<file path="src/design/bst_pkg.sv">
package bst_pkg;

	// Build defaults
	localparam int MAX_DEPTH_DEF = 32;
	localparam int LEN_BITS_DEF  = 32;

	// Fixed field widths
	localparam int BYTE_W  = 8;
	localparam int VALUE_W = 64;
	localparam int NEST_W  = 6;
	localparam int EV_W    = 3;
	localparam int ERR_W   = 3;
	localparam int KIND_W  = 2;

	// Event codes
	localparam logic [EV_W-1:0] EV_NONE    = 3'd0;
	localparam logic [EV_W-1:0] EV_INT     = 3'd1;
	localparam logic [EV_W-1:0] EV_STRHDR  = 3'd2;
	localparam logic [EV_W-1:0] EV_STRBYTE = 3'd3;
	localparam logic [EV_W-1:0] EV_LOPEN   = 3'd4;
	localparam logic [EV_W-1:0] EV_DOPEN   = 3'd5;
	localparam logic [EV_W-1:0] EV_CLOSE   = 3'd6;

	// Error codes
	localparam logic [ERR_W-1:0] ERR_OK      = 3'd0;
	localparam logic [ERR_W-1:0] ERR_TYPE    = 3'd1;
	localparam logic [ERR_W-1:0] ERR_INT_END = 3'd2;
	localparam logic [ERR_W-1:0] ERR_COLON   = 3'd3;
	localparam logic [ERR_W-1:0] ERR_OVERRUN = 3'd4;
	localparam logic [ERR_W-1:0] ERR_KEY     = 3'd5;
	localparam logic [ERR_W-1:0] ERR_EARLY   = 3'd6;
	localparam logic [ERR_W-1:0] ERR_DEEP    = 3'd7;

	// Container kinds held on the stack
	localparam logic [KIND_W-1:0] KIND_NONE = 2'd0;
	localparam logic [KIND_W-1:0] KIND_LIST = 2'd1;
	localparam logic [KIND_W-1:0] KIND_DKEY = 2'd2;
	localparam logic [KIND_W-1:0] KIND_DVAL = 2'd3;

	// Characters
	localparam logic [BYTE_W-1:0] CH_I     = 8'h69;
	localparam logic [BYTE_W-1:0] CH_L     = 8'h6c;
	localparam logic [BYTE_W-1:0] CH_D     = 8'h64;
	localparam logic [BYTE_W-1:0] CH_E     = 8'h65;
	localparam logic [BYTE_W-1:0] CH_COLON = 8'h3a;
	localparam logic [BYTE_W-1:0] CH_0     = 8'h30;
	localparam logic [BYTE_W-1:0] CH_9     = 8'h39;
	localparam logic [BYTE_W-1:0] CH_PLUS  = 8'h2b;
	localparam logic [BYTE_W-1:0] CH_MINUS = 8'h2d;
	localparam logic [BYTE_W-1:0] CH_SPACE = 8'h20;
	localparam logic [BYTE_W-1:0] CH_TAB   = 8'h09;
	localparam logic [BYTE_W-1:0] CH_CR    = 8'h0d;

	typedef enum logic [7:0] {
		PH_EXPECT     = 8'b0000_0001,
		PH_INT_START  = 8'b0000_0010,
		PH_INT_WS     = 8'b0000_0100,
		PH_INT_SIGN   = 8'b0000_1000,
		PH_INT_DIGITS = 8'b0001_0000,
		PH_STR_LEN    = 8'b0010_0000,
		PH_STR_BYTES  = 8'b0100_0000,
		PH_DONE       = 8'b1000_0000
	} phase_t;

	typedef struct packed {
		logic [EV_W-1:0]           event_res;
		logic signed [VALUE_W-1:0] value;
		logic [BYTE_W-1:0]         data_byte;
		logic [NEST_W-1:0]         nest_depth;
		logic                      done_res;
		logic [ERR_W-1:0]          error_code;
	} res_t;

endpackage

</file>
<file path="src/design/bst_ram.sv">
module bst_ram #(
	parameter int WIDTH = 2,
	parameter int DEPTH = 32
) (
	input  logic                                  clk,
	input  logic                                  wr_en,
	input  logic [((DEPTH > 1) ? $clog2(DEPTH) : 1)-1:0] wr_addr,
	input  logic [WIDTH-1:0]                      wr_data,
	input  logic [((DEPTH > 1) ? $clog2(DEPTH) : 1)-1:0] rd_addr,
	output logic [WIDTH-1:0]                      rd_data
);

	logic [WIDTH-1:0] mem_q [DEPTH];

	always_ff @(posedge clk) begin
		if (wr_en) begin
			mem_q[wr_addr] <= wr_data;
		end
		rd_data <= mem_q[rd_addr];
	end

endmodule

</file>
<file path="src/design/bst_out_buf.sv">
module bst_out_buf (
	input  logic          clk,
	input  logic          arst_n,
	input  logic          push,
	input  bst_pkg::res_t push_data,
	output logic          full,
	output logic          out_valid,
	input  logic          out_stall,
	output bst_pkg::res_t out_data
);

	logic          out_v_q;
	logic          skid_v_q;
	bst_pkg::res_t out_q;
	bst_pkg::res_t skid_q;
	logic          slot_free;

	// output register can take new data this cycle
	assign slot_free = !out_v_q || !out_stall;

	always_ff @(posedge clk or negedge arst_n) begin
		if (!arst_n) begin
			out_v_q  <= 1'b0;
			skid_v_q <= 1'b0;
		end else if (slot_free) begin
			if (skid_v_q) begin
				out_v_q  <= 1'b1;
				skid_v_q <= 1'b0;
			end else begin
				out_v_q <= push;
			end
		end else if (push) begin
			skid_v_q <= 1'b1;
		end
	end

	always_ff @(posedge clk) begin
		if (slot_free) begin
			if (skid_v_q) begin
				out_q <= skid_q;
			end else if (push) begin
				out_q <= push_data;
			end
		end else if (push) begin
			skid_q <= push_data;
		end
	end

	assign full      = skid_v_q;
	assign out_valid = out_v_q;
	assign out_data  = out_q;

	a_skid_behind_out: assert property (@(posedge clk) disable iff (!arst_n)
		skid_v_q |-> out_v_q)
		else $error("skid entry held with empty output register");

endmodule

</file>
<file path="src/design/bencode_stream_tokenizer_core.sv">
// Bencode stream tokenizer.
// Input channel: in_byte/message_end with in_valid/in_stall; one byte per transaction,
// message_end set on the last byte of a message buffer.
// Output channel: one result transaction per input byte (event_res, value, data_byte,
// nest_depth, done_res, error_code) with out_valid/out_stall.
// Throughput: one byte per cycle sustained while in_stall is low. Each byte is parsed in
// the cycle it is accepted; its result is registered in the output register, or in the
// skid entry while that register is stalled. The open-container stack lives in a RAM
// with a registered read; the top entry is held in a register and the RAM is always
// pre-reading the entry below it, bypassing last cycle's push write; pops never wait.
// Stall: results queue in the output register plus one skid entry; in_stall is
// raised only while the skid entry is occupied, so the input keeps flowing while a
// single result waits to be taken.
// Reset (arst_n low): both buffers empty, parser expecting a top-level value, depth
// zero, no error. Stack RAM contents are not cleared and need no clearing pass; only
// entries pushed since are read. After any byte with message_end the parser returns
// to that same state for the next message.
// Errors are sticky: the failing byte and later bytes report the code with no event
// until message_end.
module bencode_stream_tokenizer_core #(
	parameter int MAX_DEPTH = bst_pkg::MAX_DEPTH_DEF,
	parameter int LEN_BITS  = bst_pkg::LEN_BITS_DEF
) (
	input  logic                                clk,
	input  logic                                arst_n,
	// input channel
	input  logic                                in_valid,
	output logic                                in_stall,
	input  logic [bst_pkg::BYTE_W-1:0]          in_byte,
	input  logic                                message_end,
	// output channel
	output logic                                out_valid,
	input  logic                                out_stall,
	output logic [bst_pkg::EV_W-1:0]            event_res,
	output logic signed [bst_pkg::VALUE_W-1:0]  value,
	output logic [bst_pkg::BYTE_W-1:0]          data_byte,
	output logic [bst_pkg::NEST_W-1:0]          nest_depth,
	output logic                                done_res,
	output logic [bst_pkg::ERR_W-1:0]           error_code
);

	localparam int DW = $clog2(MAX_DEPTH + 1);
	localparam int AW = (MAX_DEPTH > 1) ? $clog2(MAX_DEPTH) : 1;
	localparam int VW = bst_pkg::VALUE_W;
	localparam int KW = bst_pkg::KIND_W;
	localparam logic [VW-1:0] LEN_CAP = VW'((65'd1 << LEN_BITS) - 65'd1);
	localparam logic [VW-1:0] INT_POS_CAP = {1'b0, {(VW-1){1'b1}}};
	localparam logic [VW-1:0] INT_NEG_CAP = {1'b1, {(VW-1){1'b0}}};

	// state
	bst_pkg::phase_t      phase_q;
	logic [VW-1:0]        accum_q;
	logic                 neg_q;
	logic [LEN_BITS-1:0]  bytes_q;
	logic [DW-1:0]        depth_q;
	logic [KW-1:0]        top_q;
	logic [bst_pkg::ERR_W-1:0] sticky_q;
	logic                 fwd_q;
	logic [KW-1:0]        fwd_data_q;

	// next state
	bst_pkg::phase_t      phase_n;
	logic [VW-1:0]        accum_n;
	logic                 neg_n;
	logic [LEN_BITS-1:0]  bytes_n;
	logic [DW-1:0]        depth_a;
	logic [DW-1:0]        depth_n;
	logic [KW-1:0]        top_n;

	logic                 in_fire;
	logic                 is_digit;
	logic                 is_ws;
	logic [3:0]           digit;
	logic [KW-1:0]        top_kind;
	logic [KW-1:0]        below;
	logic [KW-1:0]        rd_data;
	logic [KW-1:0]        push_kind;
	logic                 push;
	logic                 pop;
	logic                 fin;
	logic [VW-1:0]        sat_cap;
	logic [VW+3:0]        sat_sum;
	logic [VW-1:0]        sat_val;
	logic [bst_pkg::ERR_W-1:0] err;
	bst_pkg::res_t        res;
	bst_pkg::res_t        res_out;

	function automatic logic [bst_pkg::KIND_W-1:0] toggle_kind(
		input logic [bst_pkg::KIND_W-1:0] k
	);
		logic [bst_pkg::KIND_W-1:0] r;
		r = k;
		if (k == bst_pkg::KIND_DKEY) begin
			r = bst_pkg::KIND_DVAL;
		end else if (k == bst_pkg::KIND_DVAL) begin
			r = bst_pkg::KIND_DKEY;
		end
		return r;
	endfunction

	assign in_fire  = in_valid && !in_stall;
	assign is_digit = (in_byte >= bst_pkg::CH_0) && (in_byte <= bst_pkg::CH_9);
	assign is_ws    = (in_byte == bst_pkg::CH_SPACE) ||
		((in_byte >= bst_pkg::CH_TAB) && (in_byte <= bst_pkg::CH_CR));
	assign digit    = 4'(in_byte - bst_pkg::CH_0);
	assign top_kind = (depth_q != '0) ? top_q : bst_pkg::KIND_NONE;
	// entry below the top: bypass the write made by last cycle's push
	assign below    = fwd_q ? fwd_data_q : rd_data;

	// shared saturating decimal step: acc*10 + d, clamped to cap
	always_comb begin
		if (phase_q == bst_pkg::PH_STR_LEN) begin
			sat_cap = LEN_CAP;
		end else if (neg_q) begin
			sat_cap = INT_NEG_CAP;
		end else begin
			sat_cap = INT_POS_CAP;
		end
		sat_sum = ({4'b0, accum_q} << 3) + ({4'b0, accum_q} << 1) + (VW+4)'(digit);
		sat_val = (sat_sum > {4'b0, sat_cap}) ? sat_cap : sat_sum[VW-1:0];
	end

	always_comb begin
		res.event_res = bst_pkg::EV_NONE;
		res.value     = '0;
		res.data_byte = '0;
		res.done_res  = 1'b0;
		err       = bst_pkg::ERR_OK;
		phase_n   = phase_q;
		accum_n   = accum_q;
		neg_n     = neg_q;
		bytes_n   = bytes_q;
		top_n     = top_q;
		push      = 1'b0;
		pop       = 1'b0;
		fin       = 1'b0;
		push_kind = bst_pkg::KIND_LIST;

		if (sticky_q == bst_pkg::ERR_OK) begin
			case (phase_q)
				bst_pkg::PH_EXPECT: begin
					if (in_byte == bst_pkg::CH_E && (top_kind == bst_pkg::KIND_LIST ||
						top_kind == bst_pkg::KIND_DKEY)) begin
						pop           = 1'b1;
						res.event_res = bst_pkg::EV_CLOSE;
					end else if (top_kind == bst_pkg::KIND_DKEY &&
						(in_byte == bst_pkg::CH_I || in_byte == bst_pkg::CH_L ||
						in_byte == bst_pkg::CH_D)) begin
						err = bst_pkg::ERR_KEY;
					end else if (in_byte == bst_pkg::CH_I) begin
						accum_n = '0;
						neg_n   = 1'b0;
						phase_n = bst_pkg::PH_INT_START;
					end else if (in_byte == bst_pkg::CH_L || in_byte == bst_pkg::CH_D) begin
						if (depth_q >= DW'(MAX_DEPTH)) begin
							err = bst_pkg::ERR_DEEP;
						end else begin
							push = 1'b1;
							if (in_byte == bst_pkg::CH_L) begin
								push_kind     = bst_pkg::KIND_LIST;
								res.event_res = bst_pkg::EV_LOPEN;
							end else begin
								push_kind     = bst_pkg::KIND_DKEY;
								res.event_res = bst_pkg::EV_DOPEN;
							end
						end
					end else if (is_digit) begin
						accum_n = VW'(digit);
						phase_n = bst_pkg::PH_STR_LEN;
					end else begin
						err = bst_pkg::ERR_TYPE;
					end
				end
				bst_pkg::PH_INT_START, bst_pkg::PH_INT_WS: begin
					if (phase_q == bst_pkg::PH_INT_START && in_byte == bst_pkg::CH_E) begin
						res.event_res = bst_pkg::EV_INT;
						fin           = 1'b1;
					end else if (is_ws) begin
						phase_n = bst_pkg::PH_INT_WS;
					end else if (in_byte == bst_pkg::CH_PLUS || in_byte == bst_pkg::CH_MINUS) begin
						neg_n   = (in_byte == bst_pkg::CH_MINUS);
						phase_n = bst_pkg::PH_INT_SIGN;
					end else if (is_digit) begin
						accum_n = sat_val;
						phase_n = bst_pkg::PH_INT_DIGITS;
					end else begin
						err = bst_pkg::ERR_INT_END;
					end
				end
				bst_pkg::PH_INT_SIGN: begin
					if (is_digit) begin
						accum_n = sat_val;
						phase_n = bst_pkg::PH_INT_DIGITS;
					end else begin
						err = bst_pkg::ERR_INT_END;
					end
				end
				bst_pkg::PH_INT_DIGITS: begin
					if (is_digit) begin
						accum_n = sat_val;
					end else if (in_byte == bst_pkg::CH_E) begin
						res.event_res = bst_pkg::EV_INT;
						res.value     = neg_q ? (VW'(0) - accum_q) : accum_q;
						fin           = 1'b1;
					end else begin
						err = bst_pkg::ERR_INT_END;
					end
				end
				bst_pkg::PH_STR_LEN: begin
					if (is_digit) begin
						accum_n = sat_val;
					end else if (in_byte == bst_pkg::CH_COLON) begin
						res.event_res = bst_pkg::EV_STRHDR;
						res.value     = accum_q;
						bytes_n       = LEN_BITS'(accum_q);
						if (accum_q == '0) begin
							fin = 1'b1;
						end else begin
							phase_n = bst_pkg::PH_STR_BYTES;
						end
					end else begin
						err = bst_pkg::ERR_COLON;
					end
				end
				bst_pkg::PH_STR_BYTES: begin
					res.event_res = bst_pkg::EV_STRBYTE;
					res.data_byte = in_byte;
					bytes_n       = bytes_q - LEN_BITS'(1);
					if (bytes_q == LEN_BITS'(1)) begin
						fin = 1'b1;
					end
				end
				default: begin
				end
			endcase
		end

		// stack depth and top-of-stack update
		depth_a = depth_q;
		if (pop) begin
			depth_a = depth_q - DW'(1);
		end else if (push) begin
			depth_a = depth_q + DW'(1);
			top_n   = push_kind;
		end
		if (pop || fin) begin
			if (depth_a == '0) begin
				phase_n = bst_pkg::PH_DONE;
			end else begin
				top_n   = toggle_kind(pop ? below : top_q);
				phase_n = bst_pkg::PH_EXPECT;
			end
		end

		// status
		res.error_code = sticky_q;
		if (sticky_q == bst_pkg::ERR_OK) begin
			if (err != bst_pkg::ERR_OK) begin
				res.error_code = err;
			end else if (message_end) begin
				if (phase_n == bst_pkg::PH_DONE) begin
					res.done_res = 1'b1;
				end else if (phase_n == bst_pkg::PH_STR_BYTES) begin
					res.error_code = bst_pkg::ERR_OVERRUN;
				end else begin
					res.error_code = bst_pkg::ERR_EARLY;
				end
			end
		end
		res.nest_depth = bst_pkg::NEST_W'(depth_a);

		// depth the RAM pre-read follows
		if (!in_fire) begin
			depth_n = depth_q;
		end else if (message_end) begin
			depth_n = '0;
		end else begin
			depth_n = depth_a;
		end
	end

	always_ff @(posedge clk or negedge arst_n) begin
		if (!arst_n) begin
			phase_q  <= bst_pkg::PH_EXPECT;
			accum_q  <= '0;
			neg_q    <= 1'b0;
			bytes_q  <= '0;
			depth_q  <= '0;
			top_q    <= bst_pkg::KIND_NONE;
			sticky_q <= bst_pkg::ERR_OK;
			fwd_q    <= 1'b0;
		end else begin
			fwd_q <= in_fire && push && (depth_q != '0);
			if (in_fire) begin
				if (message_end) begin
					// re-arm for the next message
					phase_q  <= bst_pkg::PH_EXPECT;
					accum_q  <= '0;
					neg_q    <= 1'b0;
					bytes_q  <= '0;
					depth_q  <= '0;
					top_q    <= bst_pkg::KIND_NONE;
					sticky_q <= bst_pkg::ERR_OK;
				end else begin
					phase_q  <= phase_n;
					accum_q  <= accum_n;
					neg_q    <= neg_n;
					bytes_q  <= bytes_n;
					depth_q  <= depth_a;
					top_q    <= top_n;
					sticky_q <= res.error_code;
				end
			end
		end
	end

	always_ff @(posedge clk) begin
		fwd_data_q <= top_q;
	end

	// entries below the top; the old top is written back on each push
	bst_ram #(
		.WIDTH(KW),
		.DEPTH(MAX_DEPTH)
	) u_stack_ram (
		.clk    (clk),
		.wr_en  (in_fire && push && (depth_q != '0)),
		.wr_addr(AW'(depth_q - DW'(1))),
		.wr_data(top_q),
		.rd_addr(AW'(depth_n - DW'(2))),
		.rd_data(rd_data)
	);

	bst_out_buf u_out_buf (
		.clk      (clk),
		.arst_n   (arst_n),
		.push     (in_fire),
		.push_data(res),
		.full     (in_stall),
		.out_valid(out_valid),
		.out_stall(out_stall),
		.out_data (res_out)
	);

	assign event_res  = res_out.event_res;
	assign value      = res_out.value;
	assign data_byte  = res_out.data_byte;
	assign nest_depth = res_out.nest_depth;
	assign done_res   = res_out.done_res;
	assign error_code = res_out.error_code;

	a_depth_bound: assert property (@(posedge clk) disable iff (!arst_n)
		depth_q <= DW'(MAX_DEPTH))
		else $error("stack depth beyond limit");

	a_rearm: assert property (@(posedge clk) disable iff (!arst_n)
		in_fire && message_end |=> phase_q == bst_pkg::PH_EXPECT && depth_q == '0 &&
			sticky_q == bst_pkg::ERR_OK)
		else $error("parser not re-armed after message end");

	a_done_clean: assert property (@(posedge clk) disable iff (!arst_n)
		in_fire && res.done_res |-> res.error_code == bst_pkg::ERR_OK &&
			phase_n == bst_pkg::PH_DONE)
		else $error("done flagged with error or incomplete value");

endmodule

</file>
<file path="config.mk">
export PLATFORM = sky130hd
export DESIGN_NAME = bencode_stream_tokenizer_core
export DESIGN_NICKNAME = d
export VERILOG_FILES = /design/src/design/bst_pkg.sv /design/src/design/bst_ram.sv /design/src/design/bst_out_buf.sv /design/src/design/bencode_stream_tokenizer_core.sv
export SDC_FILE = /design/constraint.sdc
export NUM_CORES = 1
export LEC_CHECK = 0
export ABC_CLOCK_PERIOD_IN_PS = 13900
export BUFFER_PORTS_ARGS = -buffer_cell sky130_fd_sc_hd__buf_2
export CORE_MARGIN = 10
export CORE_UTILIZATION = 30
export DETAILED_ROUTE_END_ITERATION = 8
export GPL_ROUTABILITY_DRIVEN = 1
export HOLD_SLACK_MARGIN = 0.03
export REMOVE_ABC_BUFFERS = 1
export SLEW_MARGIN = 40
export SYNTH_ARGS = -nofsm -noshare
export SYNTH_HDL_FRONTEND = slang
export SYNTH_HIERARCHICAL = 1
export SYNTH_SLANG_ARGS = --single-unit
</file>
<file path="constraint.sdc">
create_clock -name clk -period 13.9 [get_ports clk]
set_input_delay 2.78 -clock clk [delete_from_list [all_inputs] [get_ports clk]]
set_output_delay 2.78 -clock clk [all_outputs]
set_load 0.02 [all_outputs]
</file>
; Word level (Yosys, flattened, before mapping)
; Memory sizes are Yosys's and may differ from the RTL's. A register that Yosys moved wholly into a read port is not among the register bits.
; Index checks and enable logic that the tools add are counted.
[classes]
add_sub_neg = 8
order_cmp = 6
n_eq_ne = 33
n_mux = 134
bitwise_logic = 1
reduce_logical = 37
[op_table]
columns = op, n
row1 = $mux W64, 15
row2 = $pmux W64 S3, 1
row3 = $mux W85, 2
row4 = $mux W8, 17
row5 = $mux W66, 2
row6 = $mux W32, 4
row7 = $pmux W64 S2, 1
row8 = $mux W75, 1
row9 = $add A67 B65 Y68, 1
row10 = $add A68 B4 Y68, 1
row11 = $gt A68 B64 Y1, 1
row12 = $mux W67, 1
row13 = $mux W65, 1
row14 = $logic_not A64 Y1, 1
row15 = $pmux W32 S2, 1
row16 = $sub A1 B64 Y64 const A, 1
row17 = $mux W2, 27
row18 = $eq A8 B7 Y1 const B, 6
row19 = $mux W3, 14
row20 = $eq A8 B6 Y1 const B, 5
row21 = $mux W1, 36
row22 = $eq A32 B1 Y1 const B, 1
row23 = $pmux W8 S4, 1
row24 = $sub A32 B1 Y32 const B, 1
row25 = 41 further kinds, 77
[word_totals]
regBits = 291
mem_bits_rw = 64
output_inout_bits = 87
mem_count = 1
[memory_table]
columns = name, depth, word_bits, read_ports, rd_clocked_by_memory_dff, write_ports, line
row1 = u_stack_ram.mem_q, 32, 2, 1, 1, 1, bst_ram.sv:13  ; logic [WIDTH-1:0] mem_q [DEPTH];

; Longest topological paths before layout
[depth]
word_depth = 21
mapped_depth = 25
ltp_nobuf = 24

; Cells and area by module
; Netlist, hierarchy kept.
[by_module_without_submodules]
columns = module, instances, cells_per_inst, area_each_um2, seq_area_each_um2
row1 = bencode_stream_tokenizer_core, 1, 2078, 15477.3, 2969.1
row2 = bst_out_buf, 1, 271, 6284.8, 5154.9
row3 = bst_ram, 1, 184, 2783.9, 1961.9

; Worst setup path after synthesis
; No wires, ideal clock.
[synth_timing]
kind = in2reg
start = in in_valid
end = reg u_out_buf.out_q, in the netlist u_out_buf/out_data[0], enable pin
setup_time_ns = 0.569
arrival_time_ns = 7.874
t_required_ns = 13.331
setup_slack_ns = 5.458
path_stages = 5
n_path_buf = 2
cell_sequence = nand2b_1 clkbuf_1 clkinv_1 clkbuf_1 a2bb2oi_1
[synth_via]
elab_chain_cells = 3
[synth_lines]
columns = element, line
row1 = from (decl), bencode_stream_tokenizer_core.sv:27  ; input logic in_valid,
row2 = $logic_and A1 B1 Y1, bencode_stream_tokenizer_core.sv:101  ; assign in_fire = in_valid && !in_stall;
row3 = via in_fire, bencode_stream_tokenizer_core.sv:70  ; logic in_fire;
row4 = $reduce_bool A2 Y1 (no line), --
row5 = $reduce_and A2 Y1 (no line), --
row6 = to (signal assigned), bst_out_buf.sv:40  ; out_q <= skid_q;
row7 = to (signal assigned), bst_out_buf.sv:42  ; out_q <= push_data;
row8 = to (decl), bst_out_buf.sv:14  ; bst_pkg::res_t out_q;
; The timed path passes the listed nets, and every way through them passes these cells.
; A chain may end at the register's enable or synchronous reset.

; Worst setup path after layout
[layout_timing]
start = in in_byte[3] (netlist name)
end = reg accum_q[39]
[layout_via]
elab_chain_cells = 11
elab_cells_between_ends = 43
cone_classes = add/sub (2) / order compare (5) / eq/ne (14) / mux (11) / reduce/logical (11)
[layout_lines]
columns = element, line
row1 = from (decl), bencode_stream_tokenizer_core.sv:29  ; input logic [bst_pkg::BYTE_W-1:0] in_byte,
row2 = $sub A4 B1 Y4, bencode_stream_tokenizer_core.sv:105  ; assign digit = 4'(in_byte - bst_pkg::CH_0);
row3 = $add A68 B4 Y68, bencode_stream_tokenizer_core.sv:119  ; sat_sum = ({4'b0, accum_q} << 3) + ({4'b0, accum_q} << 1) + (VW+4)'(digit);
row4 = $gt A68 B64 Y1, bencode_stream_tokenizer_core.sv:120  ; sat_val = (sat_sum > {4'b0, sat_cap}) ? sat_cap : sat_sum[VW-1:0];
row5 = $mux W64, bencode_stream_tokenizer_core.sv:120
row6 = $mux W64, --
row7 = $mux W64, bencode_stream_tokenizer_core.sv:180  ; end else if (in_byte == bst_pkg::CH_PLUS || in_byte == bst_pkg::CH_MINUS) begin
row8 = $mux W64, bencode_stream_tokenizer_core.sv:178  ; end else if (is_ws) begin
row9 = $mux W64, bencode_stream_tokenizer_core.sv:175  ; if (phase_q == bst_pkg::PH_INT_START && in_byte == bst_pkg::CH_E) begin
row10 = $pmux W64 S3, bencode_stream_tokenizer_core.sv:140  ; case (phase_q)
row11 = $mux W64, bencode_stream_tokenizer_core.sv:139  ; if (sticky_q == bst_pkg::ERR_OK) begin
row12 = $mux W64, bencode_stream_tokenizer_core.sv:295  ; if (message_end) begin
row13 = to (signal assigned), bencode_stream_tokenizer_core.sv:306  ; accum_q <= accum_n;
row14 = to (decl), bencode_stream_tokenizer_core.sv:52  ; logic [VW-1:0] accum_q;
; Several ways; a longest one is shown, not always the timed one. The select of a mux whose other input is x is not followed.

==> results.sh <==
export IMPL_status="completed"
export IMPL_synth_seq_area_share_pct=41.1
export IMPL_async_flop_share_pct=33.3
export IMPL_dpl_worst_slack_ps=3620
export IMPL_worstSetupPathType="in2reg"
export IMPL_fin_ws_ps=4000
export IMPL_worst_setup_path_end_kind="register"
export IMPL_yosysUniqueCellTypes=94
export IMPL_drive_gt1_share_pct=12.8
export IMPL_synth_top_area_cell="edfxtp_1"
export IMPL_diodes=0
export IMPL_vias=20684
export IMPL_ios=100
export IMPL_syn_avg_cell_area_sq_um=9.69
export IMPL_place_gp_congestion=0.924
export IMPL_ir_drop_mv=0.0785
export IMPL_synth_cells=2533
export IMPL_fin_area_sq_um=27500
export IMPL_chipHeight_microns=306
export IMPL_cp_cell_sequence="buf_2 > fa_1 > ha_1 > a211oi_1 > o211ai_1 > a221o_1 > a2111oi_2 > o221ai_1 > a31oi_1 > o21ai_0 > a41oi_1 > xnor2_1 > ha_1 > nand4_1 > inv_1 > a221oi_1 > o211ai_1 > a211o_1 > a31o_2 > a41oi_1 > nand3_1 > nor3_4 > buf_4 > a221o_1"
export IMPL_cts_clk_slew_worst_paths_ps=60
export IMPL_grt_max_degree=77
export IMPL_portBuffers=99
export IMPL_cts_hold_fix_buffers=0
export IMPL_drc=0
export IMPL_rsz0062_at_grt="no"
export IMPL_synth_top_cells_by_count="253 x a21oi_1, 235 x nor2_1, 234 x edfxtp_1"
export IMPL_h_tree_depth=2
export IMPL_finalPower_mw=2.85
export IMPL_fin_tns_setup_ps=0
export IMPL_finalNonFillerCells=3653
export IMPL_area_growth_synth_to_final_pct=11.9
export IMPL_hold_slack_ps=489
export IMPL_fin_crit_sh_pct=71.2
export IMPL_crit_required_ps=14410
export IMPL_dp_cells=3577
export IMPL_max_freq_mhz=101
export IMPL_synth_area_leaders="edfxtp_1 29%, dfrtp_1 12%, ha_1 10%"
export IMPL_synth_edf_count=234
export IMPL_clk_path_buf_depth=3
export IMPL_die_w_microns=306
export IMPL_cts_root_buf="clkbuf_16"
export IMPL_insertion_delay_ps=580
export IMPL_cp_arrival_ps=10410
export IMPL_cts_buffers=41
export IMPL_finalMaxSlewViolations=0
export IMPL_cts_resized=0
export IMPL_antenna_found_initial=1
export IMPL_yosys_warnings=6
export IMPL_dp_hpwl_mm=53.7
export IMPL_antenna_left=0
export IMPL_place_area_sq_um=26100
export IMPL_fin_util_pct=34.0
export IMPL_drv_cap=0
export IMPL_hold_path_class="reg2reg"
export IMPL_finalHoldViolCount=0
export IMPL_p_leak_nw=11.4
export IMPL_synth_top_area_share_pct=28.6
export IMPL_tightestPinTransition_ps=863
export IMPL_start_util_pct=30.4
export IMPL_crit_path_start_kind="input pin"
export IMPL_drt_iter0_markers=1868
export IMPL_cts_tree="yes"
export IMPL_synth_most_common_cell="a21oi_1"
export IMPL_gr_total_overflow=0
export IMPL_skew_ps=17.7
export IMPL_synthFlopType="edfxtp_1"
export IMPL_syn_area_sq_um=24500
export IMPL_wl_per_cell_microns=20.6
export IMPL_first_pass_iters=5
export IMPL_slew_limit_headroom_pct=42.4
export IMPL_grt_pass1_wl_mm=118
export IMPL_post_cts_buffers=0
export IMPL_totalWireLength_mm=75.2
export IMPL_setup_viol=0
export IMPL_min_period_ps=9900
export IMPL_grt_usage_pct=15.5
export IMPL_coreArea_sq_um=80800
export IMPL_nets=2777
export IMPL_viasPerCell=5.66
export IMPL_cpMaxStageDelayCell="a31oi_1"
export IMPL_crit_fanout=38
export IMPL_cts_sinks=357
export IMPL_grt_pass1_vias=19824
export IMPL_synth_seq_cells=357
export IMPL_die_area_sq_um=93700
export IMPL_row_count=104
export IMPL_crit_path_max_incr_delay_ps=630
export IMPL_pwr_density_cell_nw_per_um2=104
-- sequential cells by signal, summed over array words and instances (netlist names), 2 cells and up --
register             count
top_q                    2
sticky_q                 3
u_out_buf/out_data      85
phase_q                  8
u_stack_ram/mem_q       64
accum_q                 64
bytes_q                 32
depth_q                  6
u_stack_ram/rd_data      2
fwd_data_q               2
u_out_buf/skid_q        85
-- report_power, final --
part / switching, mW / leakage [nW] / total (mW) / internal, mW
combinational: 0.366 / 6.86 / 0.541 / 0.175
clock: 0.461 / 0.643 / 1.08 / 0.622
sequential: 0.0276 / 3.92 / 1.22 / 1.20
-- cell usage in the layout, fill, tap and decap left out, types with 29 or more instances in the layout --
master / n
or3_1: 35
nand3_1: 57
edfxtp_1: 234
inv_1: 49
dfrtp_1: 116
xnor2_1: 40
o21ai_0: 172
ha_1: 201
buf_4: 29
xor2_1: 30
buf_2: 98
nand2_1: 172
mux2_2: 71
a21oi_1: 253
mux2i_1: 36
a221o_1: 59
nand4_1: 48
clkbuf_16: 41
nor3_1: 79
nor2_1: 233
-- metal layers --
metal | wire length (microns) | up-vias | GRT usage [%] | share of wire (%)
met1 | 33600 | 10008 | 20.8 | 45
met2 | 34300 | 761 | 24.9 | 46
met3 | 4880 | 149 | 2.47 | 6.5
met5 | 0 | - | 0 | 0
li1 | - | 9766 | - | -
met4 | 2450 | 0 | 5.30 | 3.3
-- cells by family (layout without fill, tap and decap cells) --
| group | count (synthesis) | in the layout | share of synthesized area [%] |
|---|---|---|---|
| AO/OA/AOI/OAI | 746 | 746 | 19.6 |
| flip-flops | 357 | 357 | 41.1 |
| buffers and inverters | 199 | 259 | 3.42 |
| multiplexers | 124 | 124 | 5.77 |
| XOR/XNOR | 71 | 71 | 2.53 |
| adder cells (fa/ha/maj) | 203 | 203 | 10.4 |
| AND/OR/NAND/NOR | 833 | 833 | 17.2 |
-- path summary, 6_finish.rpt --
| check | startpoint | endpoint | slack [ps] | depth (start not counted) |
|---|---|---|---|---|
| min in group asynchronous | arst_n | accum_q[22] | 2220 | 1 |
| worst min-delay path | bytes_q[30] | bytes_q[30] | 490 | 2 |
| max in group asynchronous | arst_n | u_out_buf/full | 10550 | 2 |
| worst min register to register | bytes_q[30] | bytes_q[30] | 490 | 2 |
| worst max-delay path | in_byte[3] | accum_q[39] | 4000 | 24 |
| worst max register to register | accum_q[0] | accum_q[39] | 5780 | 23 |
-- final cells by class --
cell class                 instances  area, sq um
fill                            8214        53300
clock inverter                    25          256
sequential                       357        10100
multi-input combinational       1977        13700
inverter                          50          188
clock buffer                      50         1060
timing repair buffer             134          807
tap                             1060         1330
-- critical path, delay by kind of cell --
kind / cells / cell delay (ps)
adder cells (fa/ha/maj): 3 / 1100
buffers and inverters: 3 / 840
AO/OA/AOI/OAI: 14 / 4540
XOR/XNOR: 1 / 190
AND/OR/NAND/NOR: 3 / 940
Note: power is estimated with default switching activity, not from simulation.
